`config.mk`:
```
export PLATFORM = sky130hd
export DESIGN_NAME = binary_line_run_length_counter_unit
export DESIGN_NICKNAME = d
export VERILOG_FILES = /design/src/blrc_pkg.sv /design/src/blrc_ram.sv /design/src/blrc_cmdq.sv /design/src/blrc_front.sv /design/src/blrc_back.sv /design/src/blrc_resq.sv /design/src/binary_line_run_length_counter_unit.sv
export SDC_FILE = /design/constraint.sdc
export NUM_CORES = 2
export LEC_CHECK = 0
export BUFFER_PORTS_ARGS = -buffer_cell sky130_fd_sc_hd__buf_2
export CORE_AREA = 2 2 572 574
export DETAILED_ROUTE_END_ITERATION = 12
export DIE_AREA = 0 0 574 576
export PLACE_DENSITY = 0.48
export SETUP_SLACK_MARGIN = 0.5
export SYNTH_ARGS = -nofsm -noshare
export SYNTH_HDL_FRONTEND = slang
export SYNTH_SLANG_ARGS = --single-unit
```
`constraint.sdc`:
```
create_clock -name clk -period 11.5 [get_ports clk]
set_input_delay 1.15 -clock clk [delete_from_list [all_inputs] [get_ports clk]]
set_output_delay 1.15 -clock clk [all_outputs]
set_load 0.05 [all_outputs]
```
`src/blrc_pkg.sv`:
```
// Shared types, constants and helpers of the binary line run-length counter.
// Depends on nothing; blrc_front, blrc_back, blrc_resq and the top level import it.
package blrc_pkg;

	localparam int DEF_MAX_WIDTH  = 256;
	localparam int DEF_MAX_HEIGHT = 256;

	localparam int GRAY_W = 8;
	localparam int SIZE_W = 9;
	localparam int THR_W  = 8;
	localparam int RUN_W  = 9;
	localparam int LINE_W = 8;

	localparam logic [RUN_W-1:0] RUN_MAX = '1;

	localparam logic [SIZE_W-1:0] WIDTH_RST  = SIZE_W'(256);
	localparam logic [SIZE_W-1:0] HEIGHT_RST = SIZE_W'(256);
	localparam logic [THR_W-1:0]  THR_RST    = THR_W'(128);

	// register indexes on the configuration port
	localparam logic [1:0] REG_IMAGE_WIDTH  = 2'd0;
	localparam logic [1:0] REG_IMAGE_HEIGHT = 2'd1;
	localparam logic [1:0] REG_THRESHOLD    = 2'd2;

	localparam logic AXIS_ROW = 1'b0;
	localparam logic AXIS_COL = 1'b1;

	localparam int CMDQ_DEPTH = 4;
	localparam int RESQ_DEPTH = 4;

	// classified pixel, front to back
	typedef struct packed {
		logic              set;
		logic              col_end;
		logic              emit_row;
		logic [RUN_W-1:0]  row_len;
		logic [LINE_W-1:0] row_idx;
	} cmd_t;

	localparam int CMD_W = $bits(cmd_t);

	typedef struct packed {
		logic              axis;
		logic [LINE_W-1:0] line_index;
		logic [RUN_W-1:0]  run_length;
		logic              last;
	} res_t;

	function automatic logic [RUN_W-1:0] sat_inc(input logic [RUN_W-1:0] v);
		return (v == RUN_MAX) ? v : v + RUN_W'(1);
	endfunction

endpackage

```
`src/blrc_ram.sv`:
```
// Generic single-write, single-read RAM with registered read data.
// No dependencies.
module blrc_ram #(
	parameter int WIDTH = 9,
	parameter int DEPTH = 256,
	localparam int AW = (DEPTH > 1) ? $clog2(DEPTH) : 1
) (
	input  logic             clk,
	input  logic             we,
	input  logic [AW-1:0]    waddr,
	input  logic [WIDTH-1:0] wdata,
	input  logic             re,
	input  logic [AW-1:0]    raddr,
	output logic [WIDTH-1:0] rdata
);

	logic [WIDTH-1:0] mem_q [DEPTH];

	always_ff @(posedge clk) begin
		if (we) begin
			mem_q[waddr] <= wdata;
		end
		if (re) begin
			rdata <= mem_q[raddr];
		end
	end

endmodule

```
`src/blrc_cmdq.sv`:
```
// Short command queue between the pixel front end and the column back end.
// Generic width; depth comes from the instantiating module.
module blrc_cmdq #(
	parameter int WIDTH = 8,
	parameter int DEPTH = 4,
	localparam int PW = (DEPTH > 1) ? $clog2(DEPTH) : 1,
	localparam int CW = $clog2(DEPTH + 1)
) (
	input  logic             clk,
	input  logic             arst_n,
	input  logic             push,
	input  logic [WIDTH-1:0] wdata,
	output logic             full,
	input  logic             pop,
	output logic [WIDTH-1:0] rdata,
	output logic             empty
);

	logic [WIDTH-1:0] buf_q [DEPTH];
	logic [PW-1:0]    wp_q, rp_q;
	logic [CW-1:0]    cnt_q;
	logic             do_push, do_pop;

	assign full    = (cnt_q == CW'(DEPTH));
	assign empty   = (cnt_q == '0);
	assign do_push = push && !full;
	assign do_pop  = pop && !empty;
	assign rdata   = buf_q[rp_q];

	always_ff @(posedge clk) begin
		if (do_push) begin
			buf_q[wp_q] <= wdata;
		end
	end

	always_ff @(posedge clk or negedge arst_n) begin
		if (!arst_n) begin
			wp_q  <= '0;
			rp_q  <= '0;
			cnt_q <= '0;
		end else begin
			if (do_push) begin
				wp_q <= (wp_q == PW'(DEPTH - 1)) ? '0 : wp_q + PW'(1);
			end
			if (do_pop) begin
				rp_q <= (rp_q == PW'(DEPTH - 1)) ? '0 : rp_q + PW'(1);
			end
			cnt_q <= cnt_q + CW'(do_push) - CW'(do_pop);
		end
	end

endmodule

```
`src/blrc_front.sv`:
```
// Front end: thresholds pixels, tracks position and the row run, emits commands.
// Depends on blrc_pkg.
module blrc_front import blrc_pkg::*; #(
	parameter int MAX_WIDTH = DEF_MAX_WIDTH,
	parameter int MAX_HEIGHT = DEF_MAX_HEIGHT,
	localparam int XW = (MAX_WIDTH > 1) ? $clog2(MAX_WIDTH) : 1,
	localparam int YW = (MAX_HEIGHT > 1) ? $clog2(MAX_HEIGHT) : 1
) (
	input  logic              clk,
	input  logic              arst_n,
	input  logic              push,
	output logic              full,
	input  logic [GRAY_W-1:0] gray,
	input  logic [SIZE_W-1:0] cfg_width,
	input  logic [SIZE_W-1:0] cfg_height,
	input  logic [THR_W-1:0]  cfg_threshold,
	output logic              q_push,
	output logic [XW-1:0]     q_col,
	output cmd_t              q_cmd,
	input  logic              q_full
);

	localparam int WW = ($clog2(MAX_WIDTH + 1) > SIZE_W) ? $clog2(MAX_WIDTH + 1) : SIZE_W;
	localparam int HW = ($clog2(MAX_HEIGHT + 1) > SIZE_W) ? $clog2(MAX_HEIGHT + 1) : SIZE_W;

	logic [XW-1:0]    x_q;
	logic [YW-1:0]    y_q;
	logic [RUN_W-1:0] row_run_q;

	logic [WW-1:0]    w_cfg, w_eff;
	logic [HW-1:0]    h_cfg, h_eff;
	logic             set, row_end, col_end, close_row, accept;
	logic [RUN_W-1:0] row_bumped;

	// clamp sizes: zero acts as one, oversize saturates
	always_comb begin
		w_cfg = WW'(cfg_width);
		h_cfg = HW'(cfg_height);
		if (w_cfg == '0) w_eff = WW'(1);
		else if (w_cfg > WW'(MAX_WIDTH)) w_eff = WW'(MAX_WIDTH);
		else w_eff = w_cfg;
		if (h_cfg == '0) h_eff = HW'(1);
		else if (h_cfg > HW'(MAX_HEIGHT)) h_eff = HW'(MAX_HEIGHT);
		else h_eff = h_cfg;
	end

	assign set        = (gray >= cfg_threshold);
	assign row_end    = (WW'(x_q) >= w_eff - WW'(1));
	assign col_end    = (HW'(y_q) >= h_eff - HW'(1));
	assign close_row  = !set || row_end;
	assign row_bumped = set ? sat_inc(row_run_q) : row_run_q;

	assign full   = q_full;
	assign accept = push && !q_full;
	assign q_push = accept;
	assign q_col  = x_q;

	always_comb begin
		q_cmd.set      = set;
		q_cmd.col_end  = col_end;
		q_cmd.emit_row = close_row && (row_bumped != '0);
		q_cmd.row_len  = row_bumped;
		q_cmd.row_idx  = LINE_W'(y_q);
	end

	always_ff @(posedge clk or negedge arst_n) begin
		if (!arst_n) begin
			x_q       <= '0;
			y_q       <= '0;
			row_run_q <= '0;
		end else if (accept) begin
			row_run_q <= close_row ? '0 : row_bumped;
			if (row_end) begin
				x_q <= '0;
				y_q <= col_end ? '0 : y_q + YW'(1);
			end else begin
				x_q <= x_q + XW'(1);
			end
		end
	end

endmodule

```
`src/blrc_back.sv`:
```
// Back end: read-modify-write of the per-column run counters, builds results.
// Depends on blrc_pkg and blrc_ram.
module blrc_back import blrc_pkg::*; #(
	parameter int MAX_WIDTH = DEF_MAX_WIDTH,
	localparam int XW = (MAX_WIDTH > 1) ? $clog2(MAX_WIDTH) : 1
) (
	input  logic          clk,
	input  logic          arst_n,
	input  logic          q_empty,
	output logic          q_pop,
	input  logic [XW-1:0] q_col,
	input  cmd_t          q_cmd,
	input  logic          rq_room,
	output logic [1:0]    rq_n,
	output res_t          rq_d0,
	output res_t          rq_d1
);

	logic                 s1_valid_q;
	cmd_t                 cmd_s1;
	logic [XW-1:0]        col_s1;
	logic                 byp_s1;
	logic [RUN_W-1:0]     byp_val_s1;
	logic [MAX_WIDTH-1:0] vld_q;

	logic [RUN_W-1:0] ram_rdata, cur, bumped, col_new;
	logic             s1_fire, close_col, emit_col;
	res_t             row_res, col_res;

	assign s1_fire = s1_valid_q && rq_room;
	assign q_pop   = !q_empty && (!s1_valid_q || s1_fire);

	blrc_ram #(
		.WIDTH(RUN_W),
		.DEPTH(MAX_WIDTH)
	) u_col_ram (
		.clk  (clk),
		.we   (s1_fire),
		.waddr(col_s1),
		.wdata(col_new),
		.re   (q_pop),
		.raddr(q_col),
		.rdata(ram_rdata)
	);

	// old count: forwarded when the previous pixel wrote this column at read time
	always_comb begin
		if (byp_s1) cur = byp_val_s1;
		else if (vld_q[col_s1]) cur = ram_rdata;
		else cur = '0;
		bumped    = cmd_s1.set ? sat_inc(cur) : cur;
		close_col = !cmd_s1.set || cmd_s1.col_end;
		emit_col  = close_col && (bumped != '0);
		col_new   = close_col ? '0 : bumped;
	end

	always_comb begin
		row_res.axis       = AXIS_ROW;
		row_res.line_index = cmd_s1.row_idx;
		row_res.run_length = cmd_s1.row_len;
		row_res.last       = !emit_col;
		col_res.axis       = AXIS_COL;
		col_res.line_index = LINE_W'(col_s1);
		col_res.run_length = bumped;
		col_res.last       = 1'b1;
		rq_d0 = cmd_s1.emit_row ? row_res : col_res;
		rq_d1 = col_res;
		if (s1_fire) rq_n = 2'(cmd_s1.emit_row) + 2'(emit_col);
		else rq_n = '0;
	end

	always_ff @(posedge clk) begin
		if (q_pop) begin
			cmd_s1     <= q_cmd;
			col_s1     <= q_col;
			byp_val_s1 <= col_new;
		end
	end

	always_ff @(posedge clk or negedge arst_n) begin
		if (!arst_n) begin
			s1_valid_q <= 1'b0;
			byp_s1     <= 1'b0;
			vld_q      <= '0;
		end else begin
			if (q_pop) begin
				s1_valid_q <= 1'b1;
				byp_s1     <= s1_fire && (col_s1 == q_col);
			end else if (s1_fire) begin
				s1_valid_q <= 1'b0;
			end
			if (s1_fire) begin
				vld_q[col_s1] <= 1'b1;
			end
		end
	end

endmodule

```
`src/blrc_resq.sv`:
```
// Result queue: takes up to two results a cycle, hands out one a cycle.
// Depends on blrc_pkg.
module blrc_resq import blrc_pkg::*; (
	input  logic       clk,
	input  logic       arst_n,
	input  logic [1:0] push_n,
	input  res_t       d0,
	input  res_t       d1,
	output logic       room,
	input  logic       pop,
	output logic       empty,
	output res_t       head
);

	localparam int PW = $clog2(RESQ_DEPTH);
	localparam int CW = $clog2(RESQ_DEPTH + 1);

	res_t          buf_q [RESQ_DEPTH];
	logic [PW-1:0] wp_q, rp_q;
	logic [CW-1:0] cnt_q;
	logic          do_pop;

	assign empty  = (cnt_q == '0);
	assign room   = (cnt_q <= CW'(RESQ_DEPTH - 2));
	assign do_pop = pop && !empty;
	assign head   = buf_q[rp_q];

	always_ff @(posedge clk) begin
		if (push_n != 2'd0) begin
			buf_q[wp_q] <= d0;
		end
		if (push_n == 2'd2) begin
			buf_q[wp_q + PW'(1)] <= d1;
		end
	end

	always_ff @(posedge clk or negedge arst_n) begin
		if (!arst_n) begin
			wp_q  <= '0;
			rp_q  <= '0;
			cnt_q <= '0;
		end else begin
			wp_q  <= wp_q + PW'(push_n);
			rp_q  <= rp_q + PW'(do_pop);
			cnt_q <= cnt_q + CW'(push_n) - CW'(do_pop);
		end
	end

endmodule

```
`src/binary_line_run_length_counter_unit.sv`:
```
// Top level of the binary line run-length counter: config registers and wiring.
// Depends on blrc_pkg, blrc_front, blrc_cmdq, blrc_back, blrc_resq, blrc_ram.
//
//   channel   | handshake             | payload
//   ----------+-----------------------+-------------------------------------------
//   pixel in  | push / full           | gray
//   clue out  | empty / pop           | axis, line_index, run_length, last
//   config    | psel/penable/pwrite   | paddr, pwdata, prdata (pready tied high)
//
// One pixel per clock while no pixel makes two clues and the output does not stall:
// the single column-counter RAM is read on a pop and written as its stage fires,
// with the last write forwarded. Pixels that make two clues are held to one clue
// per cycle at the output. A clue is registered in the command queue, back-end
// stage and result queue. Reset clears position, row run and the per-column valid
// bits at once; the block takes pixels right after reset, no clearing pass. Output
// stalls fill the result queue, then the command queue, then raise full.
module binary_line_run_length_counter_unit import blrc_pkg::*; #(
	parameter int MAX_WIDTH  = DEF_MAX_WIDTH,
	parameter int MAX_HEIGHT = DEF_MAX_HEIGHT
) (
	input  logic              clk,
	input  logic              arst_n,
	// pixel channel
	input  logic              push,
	output logic              full,
	input  logic [GRAY_W-1:0] gray,
	// clue channel
	output logic              empty,
	input  logic              pop,
	output logic              axis,
	output logic [LINE_W-1:0] line_index,
	output logic [RUN_W-1:0]  run_length,
	output logic              last,
	// configuration port
	input  logic              psel,
	input  logic              penable,
	input  logic              pwrite,
	input  logic [3:0]        paddr,
	input  logic [31:0]       pwdata,
	output logic [31:0]       prdata,
	output logic              pready
);

	localparam int XW  = (MAX_WIDTH > 1) ? $clog2(MAX_WIDTH) : 1;
	localparam int CQW = XW + CMD_W;

	logic [SIZE_W-1:0] width_q, height_q;
	logic [THR_W-1:0]  thr_q;
	logic [1:0]        reg_idx;
	logic              cfg_wr;

	logic           fr_push, cq_full, cq_empty, cq_pop;
	logic [XW-1:0]  fr_col;
	cmd_t           fr_cmd;
	logic [CQW-1:0] cq_wdata, cq_rdata;

	logic [1:0] rq_n;
	logic       rq_room;
	res_t       rq_d0, rq_d1, rq_head;

	// config registers: write in the access phase, no wait states
	assign pready  = 1'b1;
	assign reg_idx = paddr[3:2];
	assign cfg_wr  = psel && penable && pwrite && pready;

	always_ff @(posedge clk or negedge arst_n) begin
		if (!arst_n) begin
			width_q  <= WIDTH_RST;
			height_q <= HEIGHT_RST;
			thr_q    <= THR_RST;
		end else if (cfg_wr) begin
			unique case (reg_idx)
				REG_IMAGE_WIDTH:  width_q  <= pwdata[SIZE_W-1:0];
				REG_IMAGE_HEIGHT: height_q <= pwdata[SIZE_W-1:0];
				REG_THRESHOLD:    thr_q    <= pwdata[THR_W-1:0];
				default: ; // drop writes past the last register
			endcase
		end
	end

	always_comb begin
		unique case (reg_idx)
			REG_IMAGE_WIDTH:  prdata = 32'(width_q);
			REG_IMAGE_HEIGHT: prdata = 32'(height_q);
			REG_THRESHOLD:    prdata = 32'(thr_q);
			default:          prdata = '0;
		endcase
	end

	// front: classify the pixel, advance position, close the row run
	blrc_front #(
		.MAX_WIDTH (MAX_WIDTH),
		.MAX_HEIGHT(MAX_HEIGHT)
	) u_front (
		.clk          (clk),
		.arst_n       (arst_n),
		.push         (push),
		.full         (full),
		.gray         (gray),
		.cfg_width    (width_q),
		.cfg_height   (height_q),
		.cfg_threshold(thr_q),
		.q_push       (fr_push),
		.q_col        (fr_col),
		.q_cmd        (fr_cmd),
		.q_full       (cq_full)
	);

	assign cq_wdata = {fr_col, fr_cmd};

	// hold classified pixels so front and back stall independently
	blrc_cmdq #(
		.WIDTH(CQW),
		.DEPTH(CMDQ_DEPTH)
	) u_cmdq (
		.clk   (clk),
		.arst_n(arst_n),
		.push  (fr_push),
		.wdata (cq_wdata),
		.full  (cq_full),
		.pop   (cq_pop),
		.rdata (cq_rdata),
		.empty (cq_empty)
	);

	// back: column counter read-modify-write, issue up to two clues per pixel
	blrc_back #(
		.MAX_WIDTH(MAX_WIDTH)
	) u_back (
		.clk    (clk),
		.arst_n (arst_n),
		.q_empty(cq_empty),
		.q_pop  (cq_pop),
		.q_col  (cq_rdata[CMD_W +: XW]),
		.q_cmd  (cmd_t'(cq_rdata[CMD_W-1:0])),
		.rq_room(rq_room),
		.rq_n   (rq_n),
		.rq_d0  (rq_d0),
		.rq_d1  (rq_d1)
	);

	// result queue: oldest clue on the ports while empty is low
	blrc_resq u_resq (
		.clk   (clk),
		.arst_n(arst_n),
		.push_n(rq_n),
		.d0    (rq_d0),
		.d1    (rq_d1),
		.room  (rq_room),
		.pop   (pop),
		.empty (empty),
		.head  (rq_head)
	);

	assign axis       = rq_head.axis;
	assign line_index = rq_head.line_index;
	assign run_length = rq_head.run_length;
	assign last       = rq_head.last;

endmodule

```
==> out/metrics.csv <==
metric;value;unit
result of the run;complete, no violations;
buffer depth of the longest clock path;4;
Root Driver;sky130_fd_sc_hd__clkbuf_16;
average cell area after synthesis;20.7;µm²
final worst path period share;0.740;
RSZ-0062 raised after global routing;false;
crit-path cells;buf_4 -> mux4_2 -> nor2_1 -> nor2_1 -> o21ai_0 -> o41ai_2 -> o31ai_4 -> nor2_4 -> a22o_1 -> ha_1 -> nand2_1 -> or4_1 -> o32ai_2 -> and2_1 -> a41oi_2 -> ha_1 -> nand2_1 -> nand2_1 -> nand2b_1 -> nor3_1 -> a21oi_1 -> o21ai_0;
Chip Width;574;µm
worst setup skew after layout;0.0519;ns
endpoint arrival time on the critical path;9.10;ns
power density over the cells;283;nW/µm²
worst slew slack as a fraction of its limit;0.0780;
transition time of the tightest slew-check pin;1.38;ns
number of flip-flops and latches in the synthesized netlist;2861;
number of clock sinks seen by CTS;2861;
clock period minus final worst setup slack;8.51;ns
Synthesis Warnings;0;
Port-buffer cells;55;
global routing met3 resource utilization;0.0290;
sum of negative setup slack;0;ns
number of different library cells in the post-synthesis netlist;82;
total power;36600;µW
final worst setup slack;2.99;ns
cell count after synthesis;5477;
largest net degree at the start of global routing;258;
first-pass iteration count of the detailed router;5;
type of element capturing the critical path;flip-flop;
total number of vias;53900;
Slowest Stage Delay on Critical Path;1.09;ns
top area cells in the synthesized netlist;sky130_fd_sc_hd__edfxtp_1, sky130_fd_sc_hd__mux4_2, sky130_fd_sc_hd__dfrtp_1;
share of synthesized registers carrying an async set or reset;0.113;
global placer's final weighted congestion;0.802;
Post-CTS Hold Buffers;0;
HP Class;in2async;
final-report max-slew violation count;0;
most common cell in the netlist;sky130_fd_sc_hd__edfxtp_1;
Setup Viol. Count Final;0;
post-route ant nets;0;
post-CTS setup repair buffer count;0;
aggregate global routing overflow;0;
portion of synthesized cell area occupied by the leading cell type;0.672;
Worst path top cell family by delay;compound AO/OA/AOI/OAI gates;
CP bufs+invs;1;
clock tree from TritonCTS;yes;
Top FF cell, synth;sky130_fd_sc_hd__edfxtp_1;
largest voltage drop on the vdd net;0.273;mV
most congested layer reported by global routing;met2;
routed len/inst;27.5;µm
die extent in y;576;µm
number of rows in the core area;210;
met2 routing resource usage after global routing;0.276;
global-route wire length before repair;411000;µm
DPL Wire Length;174000;µm
clock insertion delay at the later pin of the skew report;0.91;ns
number of endpoints with negative hold slack in the final report;0;
CTS H-tree lvls;5;
Gates resized, CTS repair;0;
Num CTS Buffers;317;
antenna violations before repair;8;
GRT Util Overall;0.170;
worst setup slack after placement;3.12;ns
DR DRC count;0;
Iter 0 DRT Violations;4500;
floorplan die area;331000;µm²
final standard cell area without fillers;130000;µm²
placeable core region;325000;µm²
largest area contributor in the synthesized netlist;sky130_fd_sc_hd__edfxtp_1;
share of post-route cells with drive strength above 1;0.310;
met1 Use GR;0.239;
maximum fanout encountered on the critical timing path;30;
number of vias per cell after detailed routing;5.21;
kind of launch point of the worst setup path;flip-flop;
placed cell area;119000;µm²
Post-synth EDFFs;2530;
cell types with the highest counts after synthesis;sky130_fd_sc_hd__edfxtp_1, sky130_fd_sc_hd__mux4_2, sky130_fd_sc_hd__nor2_1, sky130_fd_sc_hd__dfrtp_1, sky130_fd_sc_hd__or2_2;
share of synthesized area occupied by flip-flops and latches;0.744;
dominant cell type by count on the critical path;sky130_fd_sc_hd__nand2_1;
number of global-route vias before repair;55800;
area overhead of the layout relative to synthesis;14.5;%
I/O pins;105;
clock transition at the register clock pins on the worst setup and hold paths after CTS;0.06;ns
master of the slowest instance on the critical path;sky130_fd_sc_hd__edfxtp_1;
class of the most critical setup path;reg2reg;
number of maximum-capacitance constraint violations;0;
timing-limited maximum frequency;118;MHz
data required time at the worst endpoint;12.09;ns
routed wire length;285000;µm
post-synth design cell area;113000;µm²
number of nets in the finished design;5845;
number of cells in the finished layout apart from fillers;10400;
Initial Util;0.348;
number of instances in the placed design;9776;
Lkg Pwr;0.0437;µW
==> metrics by stage <==
stage	hold slack (ns)	utilization
2_1_floorplan	0.431	-
3_3_place_gp	0.444	0.366
3_5_place_dp	0.448	0.366
4_1_cts	0.0729	0.398
5_1_grt	0.0974	0.398
6_report	0.138	0.398
==> logic make-up after synthesis <==
kind of cell | count (synthesis) | share of synthesized area
flip-flops | 2861 | 0.744
multiplexers | 963 | 0.176
AND/OR/NAND/NOR | 906 | 0.0390
buffers and inverters | 352 | 0.0138
AO/OA/AOI/OAI | 318 | 0.0193
adder cells (fa/ha/maj) | 45 | 0.00511
XOR/XNOR | 30 | 0.00239
other | 2 | 0.0000664
==> worst paths after layout <==
path	start	endpoint	slack (ns)	cells past startpoint
max	u_back.col_s1[0]	u_resq.buf_q[0][3]	2.99	22
min	arst_n	u_back.vld_q[180]	0.14	1
max reg2reg	u_back.col_s1[0]	u_resq.buf_q[0][3]	2.99	22
min reg2reg	u_back.vld_q[218]	u_back.vld_q[218]	0.46	1
max in group asynchronous	arst_n	u_back.vld_q[109]	8.71	4
min in group clk	u_back.vld_q[218]	u_back.vld_q[218]	0.46	1
==> cell type report <==
| type | instances | area, µm² |
|---|---|---|
| Timing Repair Buffer | 240 | 1850 |
| Tap cell | 4346 | 5440 |
| Fill cell | 29000 | 196000 |
| Clock buffer | 426 | 8750 |
| Multi-Input combinational cell | 2286 | 27500 |
| Sequential cell | 2861 | 84200 |
| Clock inverter | 155 | 1630 |
| Antenna cell | 4 | 10.0 |
| Inverter | 43 | 161 |
==> state kept, by name (all words and copies together), names as in the netlist, 9 cells and up <==
name and flops:
u_front.row_run_q 9, u_back.vld_q 256, u_back.u_col_ram.mem_q 2304, height_q 9, u_back.u_col_ram.rdata 9, u_back.cmd_s1 20, u_resq.buf_q 76, u_cmdq.buf_q 112
width_q 9, u_back.byp_val_s1 9
==> cells in the final DEF, fill, tap and decap left out, types with 25 or more instances in the layout <==
master,instances
sky130_fd_sc_hd__edfxtp_1,2530
sky130_fd_sc_hd__mux4_2,808
sky130_fd_sc_hd__clkbuf_16,324
sky130_fd_sc_hd__dfrtp_1,319
sky130_fd_sc_hd__nor2_1,312
sky130_fd_sc_hd__or2_2,256
sky130_fd_sc_hd__buf_4,171
sky130_fd_sc_hd__nand2_1,170
sky130_fd_sc_hd__o21ai_0,93
sky130_fd_sc_hd__mux2i_1,90
sky130_fd_sc_hd__clkbuf_1,76
sky130_fd_sc_hd__mux2_2,57
sky130_fd_sc_hd__clkinv_1,54
sky130_fd_sc_hd__buf_2,54
sky130_fd_sc_hd__a21oi_1,47
sky130_fd_sc_hd__clkinv_2,46
sky130_fd_sc_hd__ha_1,43
sky130_fd_sc_hd__inv_1,40
sky130_fd_sc_hd__a22o_1,36
sky130_fd_sc_hd__nand3_1,28
sky130_fd_sc_hd__nor2b_1,27
sky130_fd_sc_hd__clkbuf_8,26
sky130_fd_sc_hd__a21o_1,25
==> layer usage <==
metal / part of all wire / routed length (µm)
met1: 0.44 / 126000
met2: 0.48 / 137000
met3: 0.051 / 14500
met4: 0.025 / 7220
met5: 0 / 0
==> power by group <==
| part | switching (µW) | internal (µW) |
|---|---|---|
| clock | 4170 | 5920 |
| sequential | 399 | 13000 |
| combinational | 7930 | 5180 |
(Power assumes the default switching activity.)
